## config.mk

```make
export PLATFORM = sky130hd
export DESIGN_NAME = srbdf_ctrl
export DESIGN_NICKNAME = d
export VERILOG_FILES = /design/src/sv/srbdf_pkg.sv /design/src/sv/srbdf_ctrl.sv
export SDC_FILE = /design/constraint.sdc
export NUM_CORES = 1
export LEC_CHECK = 0
export BUFFER_PORTS_ARGS = -buffer_cell sky130_fd_sc_hd__buf_2
export CAP_MARGIN = 40
export CORE_MARGIN = 2
export CORE_UTILIZATION = 35
export CTS_CLUSTER_DIAMETER = 150
export DETAILED_ROUTE_END_ITERATION = 16
export PLACE_DENSITY = 0.61
export SKIP_LAST_GASP = 1
export SLEW_MARGIN = 20
export SYNTH_ARGS = -nofsm -noshare
export SYNTH_HDL_FRONTEND = slang
export SYNTH_SLANG_ARGS = --single-unit
export TNS_END_PERCENT = 30
```

## constraint.sdc

```tcl
create_clock -name aclk -period 9 [get_ports aclk]
set_input_delay 0.9 -clock aclk [delete_from_list [all_inputs] [get_ports aclk]]
set_output_delay 0.9 -clock aclk [all_outputs]
set_load 0.02 [all_outputs]
```

## src/sv/srbdf_pkg.sv

```systemverilog
// ----------------------------------------------------------------------------
// srbdf_pkg
// Shared types and codes of the stereo ring buffer DAC feeder.
// ----------------------------------------------------------------------------
package srbdf_pkg;

    // Default frame store depth
    localparam int DEF_MAX_FRAMES = 1024;

    // Field widths
    localparam int SLOT_W     = 10;
    localparam int SAMPLE_W   = 16;
    localparam int FRAMES_W   = 11;
    localparam int INTERVAL_W = 16;
    localparam int CFG_W      = 16;
    localparam int CFG_IDX_W  = 2;
    localparam int FRAME_W    = 2 * SAMPLE_W;

    // Item modes
    localparam logic [1:0] MODE_LOAD     = 2'd0;
    localparam logic [1:0] MODE_SET_STOP = 2'd1;
    localparam logic [1:0] MODE_REQUEST  = 2'd2;
    localparam logic [1:0] MODE_RESTART  = 2'd3;

    // Channel code for the first sample; anything else is the second
    localparam logic [1:0] CHAN_FIRST = 2'd1;

    // Register indexes
    localparam logic [CFG_IDX_W-1:0] CFG_BUFFER_FRAMES     = 2'd0;
    localparam logic [CFG_IDX_W-1:0] CFG_CALLBACK_INTERVAL = 2'd1;
    localparam logic [CFG_IDX_W-1:0] CFG_PLAYING           = 2'd2;

    // Reset values of the registers
    localparam logic [FRAMES_W-1:0] RST_BUFFER_FRAMES = 11'd1024;

    typedef struct packed {
        logic [1:0]                 mode;
        logic [1:0]                 channel;
        logic [SLOT_W-1:0]          slot;
        logic                       stop_armed;
        logic signed [SAMPLE_W-1:0] first_sample;
        logic signed [SAMPLE_W-1:0] second_sample;
    } in_item_t;

    typedef struct packed {
        logic signed [SAMPLE_W-1:0] dac_value;
        logic                       notify;
        logic [SLOT_W-1:0]          play_slot;
        logic                       at_stop;
    } out_item_t;

    // Control result handed from the sequencer to the output stage
    typedef struct packed {
        logic              active;
        logic              use_high;
        logic              notify;
        logic [SLOT_W-1:0] play_slot;
        logic              at_stop;
    } ctrl_res_t;

endpackage

```

## src/sv/srbdf_ctrl.sv

```systemverilog
// ----------------------------------------------------------------------------
// srbdf_ctrl
// Configuration registers, play/stop pointers and notify countdown.
// ----------------------------------------------------------------------------
module srbdf_ctrl
    import srbdf_pkg::*;
#(
    parameter int MAX_FRAMES = DEF_MAX_FRAMES,
    parameter int IDX_W      = $clog2(MAX_FRAMES)
) (
    input  logic                 aclk,
    input  logic                 aresetn,
    input  logic                 cfg_we,
    input  logic [CFG_IDX_W-1:0] cfg_index,
    input  logic [CFG_W-1:0]     cfg_wdata,
    input  logic                 step,
    input  in_item_t             item,
    output logic                 mem_wr_en,
    output logic [IDX_W-1:0]     mem_wr_addr,
    output logic [FRAME_W-1:0]   mem_wr_data,
    output logic                 mem_rd_en,
    output logic [IDX_W-1:0]     mem_rd_addr,
    output ctrl_res_t            res
);

    // Compare width covers the index, the slot field and the frame count
    localparam int CW = ((IDX_W > FRAMES_W) ? IDX_W : FRAMES_W) + 1;
    localparam logic [CW-1:0] LAST_IDX = CW'(MAX_FRAMES - 1);
    localparam logic [CW-1:0] DEPTH    = CW'(MAX_FRAMES);

    logic [FRAMES_W-1:0]   buffer_frames_reg;
    logic [INTERVAL_W-1:0] interval_reg;
    logic                  playing_reg;
    logic [IDX_W-1:0]      play_reg, play_next;
    logic [SLOT_W-1:0]     stop_reg, stop_next;
    logic                  stop_valid_reg, stop_valid_next;
    logic [INTERVAL_W-1:0] count_reg, count_next;

    logic [CW-1:0]       slot_ext;
    logic [CW-1:0]       stop_ext;
    logic [CW-1:0]       play_next_ext;
    logic [FRAMES_W-1:0] wrap_at;
    logic [IDX_W-1:0]    play_adv;
    logic                at_stop_cur;
    logic                at_stop_adv;
    logic                active;
    logic                use_high;
    logic                notify;

    assign slot_ext     = CW'(item.slot);
    assign stop_ext     = CW'(stop_reg);
    assign at_stop_cur  = stop_valid_reg && (CW'(play_reg) == stop_ext);
    assign wrap_at      = buffer_frames_reg - FRAMES_W'(1);

    // Item processing
    always_comb begin
        play_next       = play_reg;
        stop_next       = stop_reg;
        stop_valid_next = stop_valid_reg;
        count_next      = count_reg;
        active          = 1'b0;
        use_high        = 1'b0;
        notify          = 1'b0;
        play_adv        = play_reg;
        at_stop_adv     = at_stop_cur;
        mem_wr_en       = 1'b0;
        case (item.mode)
            MODE_LOAD: begin
                mem_wr_en = step && (slot_ext < DEPTH);
            end
            MODE_SET_STOP: begin
                stop_next       = item.slot;
                stop_valid_next = item.stop_armed;
            end
            MODE_RESTART: begin
                play_next       = '0;
                stop_valid_next = 1'b0;
            end
            MODE_REQUEST: begin
                active   = playing_reg && !at_stop_cur;
                use_high = (item.channel != CHAN_FIRST);
                if (active && use_high) begin
                    play_adv = (CW'(play_reg) == LAST_IDX) ? '0 : play_reg + IDX_W'(1);
                end
                at_stop_adv = stop_valid_reg && (CW'(play_adv) == stop_ext);
                // notify countdown judged on the advanced slot
                if ((interval_reg != '0) && playing_reg && !at_stop_adv) begin
                    if (count_reg == '0) begin
                        notify     = 1'b1;
                        count_next = interval_reg - INTERVAL_W'(1);
                    end else begin
                        count_next = count_reg - INTERVAL_W'(1);
                    end
                end
                // buffer wrap applied last
                play_next = (CW'(play_adv) == CW'(wrap_at)) ? '0 : play_adv;
            end
            default: begin
                play_next = play_reg;
            end
        endcase
    end

    assign play_next_ext = CW'(play_next);

    // Memory ports
    assign mem_wr_addr = slot_ext[IDX_W-1:0];
    assign mem_wr_data = {item.second_sample, item.first_sample};
    assign mem_rd_en   = step;
    assign mem_rd_addr = play_reg;

    // Result fields for the output stage
    always_comb begin
        res.active    = active;
        res.use_high  = use_high;
        res.notify    = notify;
        res.play_slot = play_next_ext[SLOT_W-1:0];
        res.at_stop   = stop_valid_next && (play_next_ext == CW'(stop_next));
    end

    // State and configuration registers
    always_ff @(posedge aclk) begin
        if (!aresetn) begin
            buffer_frames_reg <= RST_BUFFER_FRAMES;
            interval_reg      <= '0;
            playing_reg       <= 1'b0;
            play_reg          <= '0;
            stop_reg          <= '0;
            stop_valid_reg    <= 1'b0;
            count_reg         <= '0;
        end else begin
            if (step) begin
                play_reg       <= play_next;
                stop_reg       <= stop_next;
                stop_valid_reg <= stop_valid_next;
                count_reg      <= count_next;
            end
            if (cfg_we) begin
                case (cfg_index)
                    CFG_BUFFER_FRAMES: begin
                        buffer_frames_reg <= cfg_wdata[FRAMES_W-1:0];
                    end
                    CFG_CALLBACK_INTERVAL: begin
                        interval_reg <= cfg_wdata[INTERVAL_W-1:0];
                        count_reg    <= '0;
                    end
                    CFG_PLAYING: begin
                        playing_reg <= cfg_wdata[0];
                    end
                    default: begin
                        playing_reg <= playing_reg;
                    end
                endcase
            end
        end
    end

endmodule

```

==> flow_summary.ini <==
[outcome]
outcome = complete, no violations

[critical_path]
crit_path_top_delay_cell = dfxtp_1
path_class = register to output port
path_cells = xor2_2 > or3_4 > o31ai_2 > or2_1 > a2111oi_0 > o311ai_1 > nor4_4 > o32ai_1 > nand2_1 > a2111o_1 > nor3_2 > buf_2
cp.buffers_inverters = 1
critical-path-max-stage-delay_ns = 0.66
critPathRequiredTime_ns = 8.10
crit_path_start_kind = register
arrival_ns = 4.64
end_kind = output port
path_max_fanout = 12
reg2reg_slack_ns = 4.93
cp_top_family = compound AO/OA/AOI/OAI gates

[floorplanning]
die-area_sq_um = 15500
start_util_pct = 36.1
die_x_microns = 124
io_pins = 137
fp-row-count = 43
fp.dieH_microns = 124
core-area_sq_um = 14000

[yosys]
synth_area_leaders = dfxtp_1 (26%), nand2_1 (7.6%), buf_4 (7.0%)
synth_edf_count = 0
synth_top_area_share_pct = 25.7
synth_cell_types = 77
syn-cell-area_sq_um = 5070
synthMostInstantiatedCell = nand2_1
synth_area_per_cell_sq_um = 7.40
synth_seq_area_share_pct = 25.7
synthTopCellsByCount = nand2_1 (103), nor2_1 (74), dfxtp_1 (65), a21oi_1 (48), buf_4 (47)
synthCells = 685
ys_warn_count = 0
synth_area_leader_cell = dfxtp_1
synth_nets = 757
synth_top_flop_cell = dfxtp_1
async_flop_share_pct = 0
synth_seq_cells = 65

[clock_tree]
clk_pin_slew_ns = 0.06
h-tree-depth = 3
cts_hold_buf = 0
postCtsSetupBuffers = 0
numClockSinks = 65
cts_resized = 0
clkLatencyLatePin_ns = 0.34
cts_buffers = 9
root_buffer = clkbuf_16
cts_tree = yes
cts_buffer_depth = 2

[route]
drc = 0
wl_microns = 16000
firstDrtPassIters = 5
post_drt_via_cell_ratio = 5.74
ant_nets = 0
wl_per_cell_microns = 18.1
dr_total_vias = 5051
drt-initial-drc-count = 413

[global_route]
grtUsageMet3_pct = 4.77
busiest_layer = met2
antenna_found_initial = 0
overflow = 0
grtUsageMet2_pct = 30.8
grt_pass1_vias = 4802
grt_max_degree = 46
grt.total_usage_pct = 20.4
grt_pass1_wl_microns = 25600
grt_util_met1_pct = 27.7

[placed_design]
dp_hpwl_microns = 11900
dp_cells = 863
dpl_cell_area_sq_um = 5220
place_ws_ns = 3.65
place_congestion = 0.917
io_buffers = 72

[timing]
max_slew_margin_pct = 47.7
fin_skew_ns = 0.0111
setup_viol = 0
finalCritPeriodShare_pct = 61.6
finalWorstPathRequiredPeriod_ns = 5.54
setup_slack_ns = 3.46
setup_tns_ns = 0
rsz0062_at_grt = no
hold_viol = 0
tightestPinTransition_ns = 0.779
fmax_mhz = 180
drv_slew = 0

[cells_and_area]
drive_gt1_share_pct = 17.7
final_nets = 767
fin_area_sq_um = 5540
final_cells = 880
fillers = 1485
multi_input_area_sq_um = 3200
seq_area_sq_um = 1300
antenna_cells = 0
area_growth_syn_to_layout_pct = 9.13

[power_and_ir_drop]
power_leakage_nw = 2.15
power.density_nw_per_um2 = 155
peakVddDrop_v = 0.000112

[job]
cap_violations = 0

[min_path]
hp-class = register to register
## layout by cell type (no fill, tap or decap), drive strengths merged, types with 9 or more instances in the layout
| master | count |
|---|---|
| nand4 | 10 |
| xnor2 | 18 |
| o21ai | 31 |
| nor2 | 74 |
| xor2 | 12 |
| nor3 | 19 |
| and2 | 10 |
| a211oi | 15 |
| clkbuf | 11 |
| a22oi | 9 |
| nand2 | 103 |
| mux2i | 22 |
| dfxtp | 65 |
| a21oi | 49 |
| nand3 | 19 |
| inv | 18 |
| buf | 79 |
## cell type report
cell class / instances / share of cell area (%)
clock buffer: 11 / 4.20
clock inverter: 5 / 1.02
inverter: 19 / 1.29
multi-input combinational: 521 / 57.9
sequential: 65 / 23.5
tap: 180 / 4.07
timing repair buffer: 79 / 8.02
## through the flow
step                      util [%]  hold WS, ns  total power, mW
after global routing          39.4        0.499            0.898
final                         39.4        0.475            0.857
after global placement        36.9        0.460            0.506
after detailed placement      37.2        0.470            0.506
after CTS                     39.2        0.478            0.860
after floorplan                  -        0.439            0.476
## power breakdown
| group | switching, mW | leakage (nW) | internal (mW) |
|---|---|---|---|
| clock | 0.138 | 0.139 | 0.214 |
| sequential | 0.0191 | 0.528 | 0.297 |
| combinational | 0.114 | 1.48 | 0.0744 |
| total | 0.271 | 2.15 | 0.585 |
## layer usage
metal / vias to the layer above / share of wire [%] / wire (microns)
li1: 2438 / - / -
met1: 2316 / 46 / 7350
met2: 223 / 43 / 6850
met3: 74 / 7.7 / 1240
met4: 0 / 3.3 / 529
met5: - / 0 / 0
## path summary, 6_finish.rpt
path                                 startpoint                             to  depth (start not counted)
setup reg to reg    mem_rd_addr[4]$_SDFFE_PN0P_        count_reg[8]$_SDFF_PN0_                         12
setup / recovery    mem_rd_addr[4]$_SDFFE_PN0P_                         res[0]                         12
hold / removal    interval_reg[11]$_SDFFE_PN0P_  interval_reg[11]$_SDFFE_PN0P_                          2
hold reg to reg   interval_reg[11]$_SDFFE_PN0P_  interval_reg[11]$_SDFFE_PN0P_                          2
## logic make-up after synthesis
kind of cell             count (synthesis)  synth area share (%)
AO/OA/AOI/OAI                          167                  22.7
XOR/XNOR                                30                  5.48
adder cells (fa/ha/maj)                  3                 0.740
buffers and inverters                   99                  11.3
flip-flops                              65                  25.7
multiplexers                            30                  6.12
AND/OR/NAND/NOR                        291                  28.0
## worst min-delay path: stages, from the launching register on
cell	delay [ns]
dfxtp_1	0.32
nand2_1	0.06
a21oi_1	0.05
No activity file was read; power rests on OpenSTA's default activity.
